<file path="config.mk">
export PLATFORM = sky130hd
export DESIGN_NAME = obd_pid_value_decoder
export DESIGN_NICKNAME = d
export VERILOG_FILES = /design/src/design/opvd_pkg.sv /design/src/design/opvd_front.sv /design/src/design/opvd_queue.sv /design/src/design/opvd_back.sv /design/src/design/obd_pid_value_decoder.sv
export SDC_FILE = /design/constraint.sdc
export NUM_CORES = 1
export LEC_CHECK = 0
export ABC_AREA = 1
export BUFFER_PORTS_ARGS = -buffer_cell sky130_fd_sc_hd__clkbuf_2
export CAP_MARGIN = 20
export CORE_MARGIN = 2
export CORE_UTILIZATION = 30
export CTS_BUF_LIST = sky130_fd_sc_hd__clkbuf_8 sky130_fd_sc_hd__clkbuf_16
export DETAILED_ROUTE_END_ITERATION = 8
export PLACE_DENSITY = 0.48
export SLEW_MARGIN = 15
export SYNTH_ARGS = -nofsm -noshare
export SYNTH_HDL_FRONTEND = slang
export SYNTH_SLANG_ARGS = --single-unit
</file>
<file path="constraint.sdc">
create_clock -name clk_i -period 7.56 [get_ports clk_i]
set_clock_uncertainty 0.1 [all_clocks]
set_input_delay 0.756 -clock clk_i [delete_from_list [all_inputs] [get_ports clk_i]]
set_output_delay 0.756 -clock clk_i [all_outputs]
set_load 0.02 [all_outputs]
</file>
<file path="src/design/opvd_pkg.sv">
// Shared types, table and constants of the OBD-II PID value decoder.
package opvd_pkg;

  localparam int PID_W   = 8;
  localparam int BYTE_W  = 8;
  localparam int CNT_W   = 4;
  localparam int ROW_W   = 4;
  localparam int VALUE_W = 25;
  localparam int NUM_W   = 18;   // signed numerator before scaling
  localparam int ROWS    = 15;

  localparam logic [ROW_W-1:0] NO_ROW = 4'd15;

  typedef enum logic [1:0] {
    ST_OK      = 2'd0,
    ST_UNKNOWN = 2'd1,
    ST_SHORT   = 2'd2
  } status_e;

  typedef enum logic [3:0] {
    F_DTC, F_PCT, F_TEMP, F_TRIM, F_PRESS, F_DIRECT, F_RPM, F_TIMING,
    F_MAF, F_O2, F_RUN
  } kind_e;

  // Divisor applied to the numerator in the back end
  typedef enum logic [2:0] {
    DIV_1, DIV_2, DIV_4, DIV_128, DIV_100, DIV_200, DIV_255
  } div_e;

  typedef struct packed {
    logic [PID_W-1:0] pid;
    logic [CNT_W-1:0] need;
    kind_e            kind;
  } row_t;

  localparam row_t ROW_TABLE [ROWS] = '{
    '{8'h01, 4'd4, F_DTC},    '{8'h04, 4'd1, F_PCT},    '{8'h05, 4'd1, F_TEMP},
    '{8'h06, 4'd1, F_TRIM},   '{8'h07, 4'd1, F_TRIM},   '{8'h0A, 4'd1, F_PRESS},
    '{8'h0B, 4'd1, F_DIRECT}, '{8'h0C, 4'd2, F_RPM},    '{8'h0D, 4'd1, F_DIRECT},
    '{8'h0E, 4'd1, F_TIMING}, '{8'h0F, 4'd1, F_TEMP},   '{8'h10, 4'd2, F_MAF},
    '{8'h11, 4'd1, F_PCT},    '{8'h14, 4'd1, F_O2},     '{8'h1F, 4'd2, F_RUN}
  };

  // Classified item handed from the front end to the back end
  typedef struct packed {
    status_e                 status;
    logic [PID_W-1:0]        pid;
    logic [ROW_W-1:0]        row;
    logic signed [NUM_W-1:0] num;
    div_e                    div;
  } item_t;

  typedef struct packed {
    status_e                   status;
    logic signed [VALUE_W-1:0] value;
    logic [PID_W-1:0]          pid;
    logic [ROW_W-1:0]          row;
  } result_t;

endpackage

</file>
<file path="src/design/opvd_front.sv">
// Front end: table match, length check and numerator/divisor selection.
module opvd_front (
  input  logic [opvd_pkg::PID_W-1:0]  pid_i,
  input  logic [opvd_pkg::BYTE_W-1:0] byte_a_i,
  input  logic [opvd_pkg::BYTE_W-1:0] byte_b_i,
  input  logic [opvd_pkg::CNT_W-1:0]  rx_len_i,
  output opvd_pkg::item_t             item_o
);

  localparam int NW = opvd_pkg::NUM_W;

  localparam logic signed [NW-1:0] C3   = NW'(3);
  localparam logic signed [NW-1:0] C40  = NW'(40);
  localparam logic signed [NW-1:0] C100 = NW'(100);
  localparam logic signed [NW-1:0] C128 = NW'(128);
  localparam logic signed [NW-1:0] C7F  = NW'(8'h7F);

  logic                            hit;
  logic [opvd_pkg::ROW_W-1:0]      row;
  logic [opvd_pkg::CNT_W-1:0]      need;
  opvd_pkg::kind_e                 kind;
  logic signed [NW-1:0]            a_s;
  logic signed [NW-1:0]            w_s;

  assign a_s = $signed(NW'(byte_a_i));
  assign w_s = $signed(NW'({byte_a_i, byte_b_i}));

  // PIDs in the table are unique, so the compares are independent
  always_comb begin
    hit  = 1'b0;
    row  = opvd_pkg::NO_ROW;
    need = '0;
    kind = opvd_pkg::F_DTC;
    for (int i = 0; i < opvd_pkg::ROWS; i++) begin
      if (!hit && opvd_pkg::ROW_TABLE[i].pid == pid_i) begin
        hit  = 1'b1;
        row  = opvd_pkg::ROW_W'(i);
        need = opvd_pkg::ROW_TABLE[i].need;
        kind = opvd_pkg::ROW_TABLE[i].kind;
      end
    end
  end

  always_comb begin
    item_o.pid = pid_i;
    item_o.row = row;
    if (!hit) begin
      item_o.status = opvd_pkg::ST_UNKNOWN;
    end else if (rx_len_i < need) begin
      item_o.status = opvd_pkg::ST_SHORT;
    end else begin
      item_o.status = opvd_pkg::ST_OK;
    end

    case (kind)
      opvd_pkg::F_DTC: begin
        item_o.num = a_s & C7F;
        item_o.div = opvd_pkg::DIV_1;
      end
      opvd_pkg::F_PCT: begin
        item_o.num = a_s * C100;
        item_o.div = opvd_pkg::DIV_255;
      end
      opvd_pkg::F_TEMP: begin
        item_o.num = a_s - C40;
        item_o.div = opvd_pkg::DIV_1;
      end
      opvd_pkg::F_TRIM: begin
        item_o.num = (a_s - C128) * C100;
        item_o.div = opvd_pkg::DIV_128;
      end
      opvd_pkg::F_PRESS: begin
        item_o.num = a_s * C3;
        item_o.div = opvd_pkg::DIV_1;
      end
      opvd_pkg::F_DIRECT: begin
        item_o.num = a_s;
        item_o.div = opvd_pkg::DIV_1;
      end
      opvd_pkg::F_RPM: begin
        item_o.num = w_s;
        item_o.div = opvd_pkg::DIV_4;
      end
      opvd_pkg::F_TIMING: begin
        item_o.num = a_s - C128;
        item_o.div = opvd_pkg::DIV_2;
      end
      opvd_pkg::F_MAF: begin
        item_o.num = w_s;
        item_o.div = opvd_pkg::DIV_100;
      end
      opvd_pkg::F_O2: begin
        item_o.num = a_s;
        item_o.div = opvd_pkg::DIV_200;
      end
      default: begin
        item_o.num = w_s;
        item_o.div = opvd_pkg::DIV_1;
      end
    endcase
  end

endmodule

</file>
<file path="src/design/opvd_queue.sv">
// Short FIFO of classified items between the front end and the back end.
module opvd_queue #(
  parameter int DEPTH = 2
) (
  input  logic            clk_i,
  input  logic            rst_ni,
  input  logic            wr_valid_i,
  output logic            wr_ready_o,
  input  opvd_pkg::item_t wr_item_i,
  output logic            rd_valid_o,
  input  logic            rd_ready_i,
  output opvd_pkg::item_t rd_item_o
);

  localparam int PW = $clog2(DEPTH);
  localparam int CW = $clog2(DEPTH + 1);

  opvd_pkg::item_t mem_q [DEPTH];
  logic [PW-1:0]   wr_ptr_q, wr_ptr_d;
  logic [PW-1:0]   rd_ptr_q, rd_ptr_d;
  logic [CW-1:0]   count_q, count_d;
  logic            push, pop;

  assign wr_ready_o = (count_q != CW'(DEPTH));
  assign rd_valid_o = (count_q != '0);
  assign push       = wr_valid_i && wr_ready_o;
  assign pop        = rd_valid_o && rd_ready_i;
  assign rd_item_o  = mem_q[rd_ptr_q];

  always_comb begin
    wr_ptr_d = wr_ptr_q;
    rd_ptr_d = rd_ptr_q;
    count_d  = count_q;
    if (push) begin
      wr_ptr_d = (wr_ptr_q == PW'(DEPTH - 1)) ? '0 : wr_ptr_q + PW'(1);
    end
    if (pop) begin
      rd_ptr_d = (rd_ptr_q == PW'(DEPTH - 1)) ? '0 : rd_ptr_q + PW'(1);
    end
    if (push && !pop) begin
      count_d = count_q + CW'(1);
    end else if (pop && !push) begin
      count_d = count_q - CW'(1);
    end
  end

  always_ff @(posedge clk_i or negedge rst_ni) begin
    if (!rst_ni) begin
      wr_ptr_q <= '0;
      rd_ptr_q <= '0;
      count_q  <= '0;
    end else begin
      wr_ptr_q <= wr_ptr_d;
      rd_ptr_q <= rd_ptr_d;
      count_q  <= count_d;
    end
  end

  always_ff @(posedge clk_i) begin
    if (push) begin
      mem_q[wr_ptr_q] <= wr_item_i;
    end
  end

endmodule

</file>
<file path="src/design/opvd_back.sv">
// Back end: three-stage scale, constant divide with rounding, and saturation.
module opvd_back #(
  parameter int FRAC_BITS = 8
) (
  input  logic              clk_i,
  input  logic              rst_ni,
  input  logic              item_valid_i,
  output logic              item_ready_o,
  input  opvd_pkg::item_t   item_i,
  output logic              out_valid_o,
  input  logic              out_ready_i,
  output opvd_pkg::result_t result_o
);

  localparam int SXW = opvd_pkg::NUM_W + FRAC_BITS;  // signed scaled numerator
  localparam int UXW = 16 + FRAC_BITS;               // scaled numerator, divide path
  localparam int MW  = UXW - 6;                      // reciprocal and quotient
  localparam int PRW = UXW + MW;
  localparam int SW  = (SXW + 2 > opvd_pkg::VALUE_W + 2) ? SXW + 2 : opvd_pkg::VALUE_W + 2;

  localparam logic [MW-1:0] M100 = MW'((longint'(1) << UXW) / 100);
  localparam logic [MW-1:0] M200 = MW'((longint'(1) << UXW) / 200);
  localparam logic [MW-1:0] M255 = MW'((longint'(1) << UXW) / 255);

  localparam logic signed [SW-1:0] VMAX = (SW'(1) <<< (opvd_pkg::VALUE_W - 1)) - SW'(1);
  localparam logic signed [SW-1:0] VMIN = -VMAX - SW'(1);

  function automatic logic [7:0] div_value(opvd_pkg::div_e div);
    logic [7:0] d;
    case (div)
      opvd_pkg::DIV_100: d = 8'd100;
      opvd_pkg::DIV_200: d = 8'd200;
      default:           d = 8'd255;
    endcase
    return d;
  endfunction

  function automatic logic is_shift(opvd_pkg::div_e div);
    logic s;
    case (div)
      opvd_pkg::DIV_1, opvd_pkg::DIV_2, opvd_pkg::DIV_4, opvd_pkg::DIV_128: s = 1'b1;
      default: s = 1'b0;
    endcase
    return s;
  endfunction

  logic adv;

  // stage 1
  logic                    v1_q;
  opvd_pkg::status_e       st1_q;
  logic [opvd_pkg::PID_W-1:0] pid1_q;
  logic [opvd_pkg::ROW_W-1:0] row1_q;
  opvd_pkg::div_e          div1_q;
  logic [UXW-1:0]          x1_q;
  logic [PRW-1:0]          prod_q, prod_d;
  logic signed [SXW:0]     sh1_q, sh_d;

  // stage 2
  logic                    v2_q;
  opvd_pkg::status_e       st2_q;
  logic [opvd_pkg::PID_W-1:0] pid2_q;
  logic [opvd_pkg::ROW_W-1:0] row2_q;
  opvd_pkg::div_e          div2_q;
  logic signed [SXW:0]     sh2_q;
  logic [MW-1:0]           quo_q, quo_d;
  logic [7:0]              rem_q, rem_d;

  // stage 3
  logic                    v3_q;
  opvd_pkg::result_t       res_q, res_d;

  logic signed [SXW-1:0]   xs;
  logic [UXW-1:0]          xu;
  logic signed [SXW:0]     half;
  logic [2:0]              shamt;
  logic [MW-1:0]           m_sel;
  logic [MW-1:0]           q_est;
  logic [UXW-1:0]          r_full;
  logic [9:0]              r_est;
  logic [7:0]              d2, d3;
  logic                    rnd;
  logic signed [SW-1:0]    rec, pick, sat;

  assign adv          = !v3_q || out_ready_i;
  assign item_ready_o = adv;
  assign out_valid_o  = v3_q;
  assign result_o     = res_q;

  // Stage 1: scale by 2^FRAC_BITS, shift path for powers of two, multiply by reciprocal
  always_comb begin
    xs = SXW'(item_i.num) <<< FRAC_BITS;
    xu = xs[UXW-1:0];
    case (item_i.div)
      opvd_pkg::DIV_2: begin
        half  = (SXW+1)'(1);
        shamt = 3'd1;
      end
      opvd_pkg::DIV_4: begin
        half  = (SXW+1)'(2);
        shamt = 3'd2;
      end
      opvd_pkg::DIV_128: begin
        half  = (SXW+1)'(64);
        shamt = 3'd7;
      end
      default: begin
        half  = '0;
        shamt = 3'd0;
      end
    endcase
    sh_d = ((SXW+1)'(xs) + half) >>> shamt;
    case (item_i.div)
      opvd_pkg::DIV_100: m_sel = M100;
      opvd_pkg::DIV_200: m_sel = M200;
      default:           m_sel = M255;
    endcase
    prod_d = PRW'(xu) * PRW'(m_sel);
  end

  // Stage 2: quotient estimate is low by at most one; fix it with one compare
  always_comb begin
    d2     = div_value(div1_q);
    q_est  = prod_q[PRW-1:UXW];
    r_full = x1_q - UXW'(q_est) * UXW'(d2);
    r_est  = r_full[9:0];
    if (r_est >= {2'b00, d2}) begin
      quo_d = q_est + MW'(1);
      rem_d = 8'(r_est - {2'b00, d2});
    end else begin
      quo_d = q_est;
      rem_d = r_est[7:0];
    end
  end

  // Stage 3: round half up, select path, saturate, zero on error
  always_comb begin
    d3   = div_value(div2_q);
    rnd  = ({1'b0, rem_q, 1'b0} >= {2'b00, d3});
    rec  = $signed(SW'(quo_q)) + $signed(SW'(rnd));
    pick = is_shift(div2_q) ? SW'(sh2_q) : rec;
    if (pick > VMAX) begin
      sat = VMAX;
    end else if (pick < VMIN) begin
      sat = VMIN;
    end else begin
      sat = pick;
    end
    res_d.status = st2_q;
    res_d.pid    = pid2_q;
    res_d.row    = row2_q;
    res_d.value  = (st2_q == opvd_pkg::ST_OK) ? opvd_pkg::VALUE_W'(sat) : '0;
  end

  always_ff @(posedge clk_i or negedge rst_ni) begin
    if (!rst_ni) begin
      v1_q <= 1'b0;
      v2_q <= 1'b0;
      v3_q <= 1'b0;
    end else if (adv) begin
      v1_q <= item_valid_i;
      v2_q <= v1_q;
      v3_q <= v2_q;
    end
  end

  // All stages advance together; the queue in front absorbs the stall
  always_ff @(posedge clk_i) begin
    if (adv) begin
      st1_q  <= item_i.status;
      pid1_q <= item_i.pid;
      row1_q <= item_i.row;
      div1_q <= item_i.div;
      x1_q   <= xu;
      prod_q <= prod_d;
      sh1_q  <= sh_d;

      st2_q  <= st1_q;
      pid2_q <= pid1_q;
      row2_q <= row1_q;
      div2_q <= div1_q;
      sh2_q  <= sh1_q;
      quo_q  <= quo_d;
      rem_q  <= rem_d;

      res_q  <= res_d;
    end
  end

endmodule

</file>
<file path="src/design/obd_pid_value_decoder.sv">
// Top level of the OBD-II PID value decoder: stream ports, front end, queue, back end.
//
//  channel   direction  tdata (low bit first)                         tuser
//  s_axis    in         pid[7:0] byte_a[15:8] byte_b[23:16]             -
//                       rx_len[27:24], zero [31:28]
//  m_axis    out        value_q8[24:0] pid_echo[32:25] sensor_row[36:33]  status[1:0]
//                       zero [39:37]
//
//  One item per cycle sustained while m_axis_tready is high; m_axis_tvalid rises once an
//  item has passed the queue, the scale and reciprocal multiply, correction and rounding.
//  Reset clears the queue pointers and count and the pipeline valid flags only.
//  While m_axis stalls, the three back-end stages hold and the queue keeps taking
//  items until it is full.
module obd_pid_value_decoder #(
  parameter int FRAC_BITS   = 8,
  parameter int QUEUE_DEPTH = 2
) (
  input  logic        clk_i,
  input  logic        rst_ni,
  input  logic        s_axis_tvalid,
  output logic        s_axis_tready,
  input  logic [31:0] s_axis_tdata,   // pid, byte_a, byte_b, rx_len
  output logic        m_axis_tvalid,
  input  logic        m_axis_tready,
  output logic [39:0] m_axis_tdata,   // value_q8, pid_echo, sensor_row
  output logic [1:0]  m_axis_tuser    // status
);

  opvd_pkg::item_t   fr_item;
  opvd_pkg::item_t   q_item;
  logic              q_valid;
  logic              q_ready;
  opvd_pkg::result_t result;

  opvd_front u_front (
    .pid_i    (s_axis_tdata[7:0]),
    .byte_a_i (s_axis_tdata[15:8]),
    .byte_b_i (s_axis_tdata[23:16]),
    .rx_len_i (s_axis_tdata[27:24]),
    .item_o   (fr_item)
  );

  opvd_queue #(
    .DEPTH (QUEUE_DEPTH)
  ) u_queue (
    .clk_i      (clk_i),
    .rst_ni     (rst_ni),
    .wr_valid_i (s_axis_tvalid),
    .wr_ready_o (s_axis_tready),
    .wr_item_i  (fr_item),
    .rd_valid_o (q_valid),
    .rd_ready_i (q_ready),
    .rd_item_o  (q_item)
  );

  opvd_back #(
    .FRAC_BITS (FRAC_BITS)
  ) u_back (
    .clk_i        (clk_i),
    .rst_ni       (rst_ni),
    .item_valid_i (q_valid),
    .item_ready_o (q_ready),
    .item_i       (q_item),
    .out_valid_o  (m_axis_tvalid),
    .out_ready_i  (m_axis_tready),
    .result_o     (result)
  );

  assign m_axis_tdata = {3'b000, result.row, result.pid, result.value};
  assign m_axis_tuser = result.status;

endmodule
</file>
# ---- Word-level counts from Yosys, hierarchy flattened
# Memories as Yosys holds them, arrays and structs flattened.
# Index checks and enable logic that the tools add are counted.
dict set report word_totals {
  regBits 196
  ramBits 70
  in_bits 36
  memories 1
}
# memory depth word_bits rd rd_clocked_by_memory_dff write_ports line
set mem_list {}
lappend mem_list {u_queue.mem_q 2 35 1 0 1 opvd_queue.sv:18} ;# opvd_pkg::item_t mem_q [DEPTH];
dict set report classes {
  n_addsub 11
  mul 5
  n_lt_le_gt_ge 5
  n_eq_ne 37
  shift 1
  mux 79
  bitwise_logic 1
  reduce_logical 43
}
# cell n
set ops {}
lappend ops {{one-hot mux 21 bit (10 select lines)} 1}
lappend ops {{2-to-1 mux 4 bit} 19}
lappend ops {{2-to-1 mux 3 bit} 21}
lappend ops {{== test 4 x 8 -> 1 bit, first input constant} 6}
lappend ops {{one-hot mux 18 bit (2 select lines)} 1}
lappend ops {{multiplier 16 x 18 -> 34 bit} 1}
lappend ops {{== test 3 x 8 -> 1 bit, first input constant} 4}
lappend ops {{== test 5 x 8 -> 1 bit, first input constant} 4}
lappend ops {{one-hot mux 8 bit (2 select lines)} 2}
lappend ops {{> comparator 28 x 25 -> 1 bit, second input constant} 1}
lappend ops {{< comparator 28 x 25 -> 1 bit, second input constant} 1}
lappend ops {{2-to-1 mux 28 bit} 1}
lappend ops {{adder 26 x 8 -> 27 bit} 1}
lappend ops {{>>> shifter 27 x 3 -> 27 bit} 1}
lappend ops {{2-to-1 mux 25 bit} 1}
lappend ops {{2-to-1 mux 24 bit} 1}
lappend ops {{2-to-1 mux 1 bit} 21}
lappend ops {{one-hot mux 7 bit (3 select lines)} 1}
lappend ops {{adder 18 x 1 -> 19 bit} 1}
lappend ops {{adder 18 x 1 -> 18 bit, second input constant} 1}
lappend ops {{== test 3 bit, second input constant} 6}
lappend ops {{logical AND 1 bit} 18}
lappend ops {{multiplier 18 x 6 -> 16 bit, second input constant} 1}
lappend ops {{multiplier 18 x 8 -> 10 bit} 1}
lappend ops {{other kinds (33)} 66}

# ---- Logic depth before layout (Yosys ltp)
dict set report logic_depth {
  word_depth 47
  ltp_mapped 34
  depth_no_buf 33
}

# ---- Hierarchy
# A second synthesis with hierarchy kept.
dict set report hier_totals {
  cells_unflattened 2575
  hier_area_um2 23149.7
}
# module n_inst cells_per_inst area_per_inst_um2 seq_area_each_um2
set modules_own_cells {}
lappend modules_own_cells {opvd_back 1 1863 17226.5 5210.0}
lappend modules_own_cells {opvd_front 1 497 3066.7 0.0}
lappend modules_own_cells {opvd_queue 1 211 2830.2 2202.1}
lappend modules_own_cells {obd_pid_value_decoder 1 4 26.3 0.0}

# ---- Least setup slack after synthesis
# No wires, ideal clock.
dict set report synth_timing {
  kind {register -> register}
  from {reg u_queue.rd_ptr_q}
  to {reg u_back.prod_q[36] (data pin)}
  setup_ns 0.259
  t_arrival_ns 6.237
  required_ns 7.201
  path_slack_ns 0.965
  stages_incl_launch_ff 25
  cell_sequence {dfrtp_1 buf_4 buf_4 o21ai_0 inv_1 nor2_1 inv_1 fa_1 fa_1 inv_1 fa_1 fa_1 fa_1 inv_1 fa_1 inv_1 ha_1 a21oi_1 nand2_1 nand2_1 inv_1 or2_2 nand2_1 nand3_1 xor2_1}
}
dict set report synth_via {
  elab_chain_cells 4
  word_cells_on_any_way 5
  cone_classes {mul (1); eq/ne (2); mux (1); memory (1)}
}
# element line
set synth_rtl {}
lappend synth_rtl {{from (decl)} opvd_queue.sv:20} ;# logic [PW-1:0] rd_ptr_q, rd_ptr_d;
lappend synth_rtl {{from (signal assigned)} opvd_queue.sv:54} ;# rd_ptr_q <= rd_ptr_d;
lappend synth_rtl {{memory read (2 x 35 bit) (*)} -}
lappend synth_rtl {{== test 3 bit} opvd_back.sv:113} ;# case (item_i.div)
lappend synth_rtl {{one-hot mux 18 bit (2 select lines)} opvd_back.sv:113}
lappend synth_rtl {{multiplier 16 x 18 -> 34 bit (*)} opvd_back.sv:118} ;# prod_d = PRW'(xu) * PRW'(m_sel);
lappend synth_rtl {{named net u_back.prod_d[36]} opvd_back.sv:56} ;# logic [PRW-1:0] prod_q, prod_d;
lappend synth_rtl {{to (signal assigned)} opvd_back.sv:175} ;# prod_q <= prod_d;
lappend synth_rtl {{to (decl)} opvd_back.sv:56}
# The timed path passes the listed nets; every way through them passes the cells marked *.
# A chain may end at the register's enable or synchronous reset.

==> flow_metrics.py <==
metrics = {
    "run_status": {
        "outcome": "complete, no violations",
    },
    "place": {
        "place_inst": 3583,
        "io_buffers": 72,
        "dpl.hpwl_mm": 50.2,
        "globalplace.congestion": 0.948,
        "place_area_um2": 24700,
    },
    "min_path": {
        "worstHoldPathCells": 0,
        "hold_path_class": "reg2reg",
        "hold_path_startpoint": "u_back.row2_q[0]",
        "min_to": "u_back.result_o[0]",
    },
    "floorplanning": {
        "die_h_um": 281,
        "start_util_pct": 30.3,
        "core_area_um2": 75800,
        "die_w_um": 281,
        "die_area_um2": 78800,
        "ios": 80,
        "rows": 101,
    },
    "clock_tree": {
        "clkTransAtPathRegs_ns": 0.06,
        "htreeDepth": 1,
        "clockBufferDepth": 3,
        "cts.sinks": 248,
        "root_buffer": "clkbuf_16",
        "cts_buffers": 28,
        "clkLatencyLatePin_ns": 0.55,
        "cts_tree": "done",
        "post_cts_buffers": 0,
    },
    "job": {
        "max-cap-violations": 0,
    },
    "detailed_routing": {
        "firstDrtPassIters": 5,
        "drc_errors": 0,
        "route.vias.total": 16700,
        "drt_iter0_markers": 816,
        "viasPerCell": 4.60,
        "drtAntennaViolNets": 0,
        "finalWirelength_mm": 60.0,
        "wl_per_cell_um": 16.5,
    },
    "finish": {
        "synthToLayoutAreaGrowth_pct": 11.9,
        "utilization_pct": 33.9,
        "finalInstanceArea_um2": 25700,
        "instances_no_fill": 3636,
        "drive_gt1_share_pct": 9.48,
        "diodes": 0,
        "fill_cells": 7860,
        "final_net_count": 3113,
    },
    "sta": {
        "rsz0062_at_grt": "false",
        "fin_crit_sh_pct": 94.6,
        "worst_slew_pin_slew_ns": 1.07,
        "slew_viol_final": 0,
        "final-hold-violation-count": 0,
        "tns_ns": 0,
        "slew_headroom_pct": 27.7,
        "finalCriticalPeriod_ns": 7.15,
        "fmax_mhz": 140,
        "setup_viol": 0,
    },
    "yosys": {
        "ys_top_cells_by_count": "inv_1 (545), nand2_1 (481), edfxtp_1 (241)",
        "synth_area_leader_cell": "edfxtp_1",
        "synth-main-ff-cell": "edfxtp_1",
        "yosysMostFrequentCell": "inv_1",
        "synth.avg_cell_area_um2": 9.07,
        "ys_seq_area_share_pct": 32.3,
        "mappedNetlistArea_um2": 23000,
        "synth_seq_cells": 248,
        "synth_top_area_share_pct": 31.5,
        "synth_cell_types": 54,
        "ys_async_sr_fraction_pct": 2.82,
        "synth_edf_count": 241,
        "syn_inst": 2533,
        "synth_area_leaders": "edfxtp_1 (32%), fa_1 (19%), ha_1 (12%)",
        "ys_warn_count": 0,
    },
    "grt": {
        "grt_max_degree": 82,
        "grt_pass1_vias": 17200,
        "grt_pass1_wl_mm": 95.5,
        "antenna_found_initial": 1,
        "grt_usage_pct": 15.5,
        "grt-ovfl-total": 0,
    },
    "critical_path": {
        "rrSetupSlack_ns": 0.41,
        "arrival_ns": 7.33,
        "criticalPathCategory": "reg2reg",
        "reg2reg_to": "u_back.prod_q[41]",
        "rr_worst_depth": 27,
        "worstPathRequired_ns": 7.74,
        "r2r_start": "u_queue.rd_ptr_q",
        "end_kind": "flop",
        "cp_max_fo": 14,
        "worst_setup_path_start_kind": "flop",
    },
}
==> registers in the layout, summed over array words and instances (netlist names), 8 cells and up <==
| signal | cells |
|---|---|
| u_back.result_o | 39 |
| u_queue.mem_q | 70 |
| u_back.sh2_q | 26 |
| u_back.pid2_q | 8 |
| u_back.sh1_q | 26 |
| u_back.rem_q | 8 |
| u_back.prod_q | 18 |
| u_back.quo_q | 18 |
| u_back.pid1_q | 8 |
==> cell usage in the layout, fill, tap and decap left out, drive strengths merged, types with 2 or more instances in the layout <==
| cell type | instances |
|---|---|
| o21bai | 9 |
| dfrtp | 7 |
| nand2 | 489 |
| a31oi | 4 |
| a221oi | 3 |
| nand4 | 58 |
| nor4 | 4 |
| a211oi | 2 |
| inv | 575 |
| nor2 | 219 |
| nand3 | 99 |
| o221ai | 6 |
| o31ai | 2 |
| or2 | 30 |
| clkbuf | 104 |
| clkinv | 8 |
| xnor2 | 19 |
| nor3 | 21 |
| o211ai | 20 |
| conb | 4 |
| and3 | 2 |
| bufinv | 3 |
| buf | 45 |
| a21o | 11 |
| a21oi | 82 |
| xor2 | 50 |
| nand3b | 9 |
| edfxtp | 241 |
| fa | 220 |
| o21ai | 83 |
| ha | 219 |
==> layout make-up <==
| cell class | count | area [um2] | area share (%) |
|---|---|---|---|
| Clock inverter | 18 | 163 | 0.633 |
| Clock buffer | 32 | 767 | 2.99 |
| Timing Repair Buffer | 118 | 753 | 2.93 |
| Inverter | 568 | 2130 | 8.30 |
| Sequential cell | 248 | 7410 | 28.9 |
| Tap cell | 978 | 1220 | 4.76 |
| Multi-Input combinational cell | 1674 | 13200 | 51.5 |
==> timing repair <==
action	4_1_cts	5_1_grt
hold endpoints to repair	7	0
setup endpoints to repair	0	15
hold buffers	1	0
resized for setup	0	7
==> kinds of logic (layout without fill, tap and decap cells) <==
kind of cell | Yosys count | after routing | share of synthesized area (%)
and+or+nand+nor | 933 | 933 | 17.7
buffers and inverters | 614 | 736 | 10.3
adders and majority gates | 439 | 439 | 31.1
DFF | 248 | 248 | 32.3
AOI/OAI and AO/OA | 228 | 228 | 5.92
xor gates and xnor gates | 69 | 69 | 2.63
other | 1 | 4 | 0.0163
muxes | 1 | 1 | 0.0599
==> layer usage <==
layer  GRT usage, %  wire [um]  vias to the layer above
li1               -          -                     8249
met1           21.3      27800                     8059
met2           26.4      28700                      353
met3           1.50       2390                       66
met4           3.11       1130                        0
met5              0          0                        -
==> worst max-delay path: stages (launching register included) <==
cell      delay (ns)
dfrtp_2         0.48
inv_2           0.08
buf_4           0.19
nand2_1         0.11
nand2_4         0.13
inv_2           0.05
nor3_1          0.20
inv_1           0.19
nor2_1          0.26
inv_1           0.18
fa_1            0.53
fa_1            0.58
inv_1           0.06
fa_1            0.52
fa_1            0.45
fa_1            0.55
inv_1           0.06
fa_1            0.63
inv_1           0.07
ha_1            0.32
nand2_1         0.09
inv_1           0.08
nand3_1         0.08
o21ai_0         0.40
a21o_1          0.19
nand3_1         0.12
nand3b_1        0.10
nand2_1         0.07
==> metrics by stage <==
| stage | setup slack [ns] | hold slack [ns] |
|---|---|---|
| final | 0.410 | 0.317 |
| after global routing | 0.00729 | 0.307 |
| after CTS | 0.188 | 0.300 |
| after detailed placement | 0.232 | 0.305 |
| after global placement | 0.295 | 0.304 |
| after floorplan | 0.965 | 0.300 |
==> worst max path at each step <==
stage,start,cells after the start,slack [ns],end
after floorplan,u_queue.rd_ptr_q,24,0.96,u_back.prod_q[36]
after global placement,u_queue.rd_ptr_q,31,0.29,u_back.prod_q[32]
after CTS,u_queue.rd_ptr_q,25,0.19,u_back.prod_q[41]
after detailed placement,u_queue.rd_ptr_q,25,0.23,u_back.prod_q[36]
after global routing,u_queue.rd_ptr_q,30,0.007,u_back.prod_q[32]
final,u_queue.rd_ptr_q,27,0.41,u_back.prod_q[41]
Power is left out: the tool's default activity adds up to more than one toggle a clock period on the data nets, which glitch-free logic cannot reach.
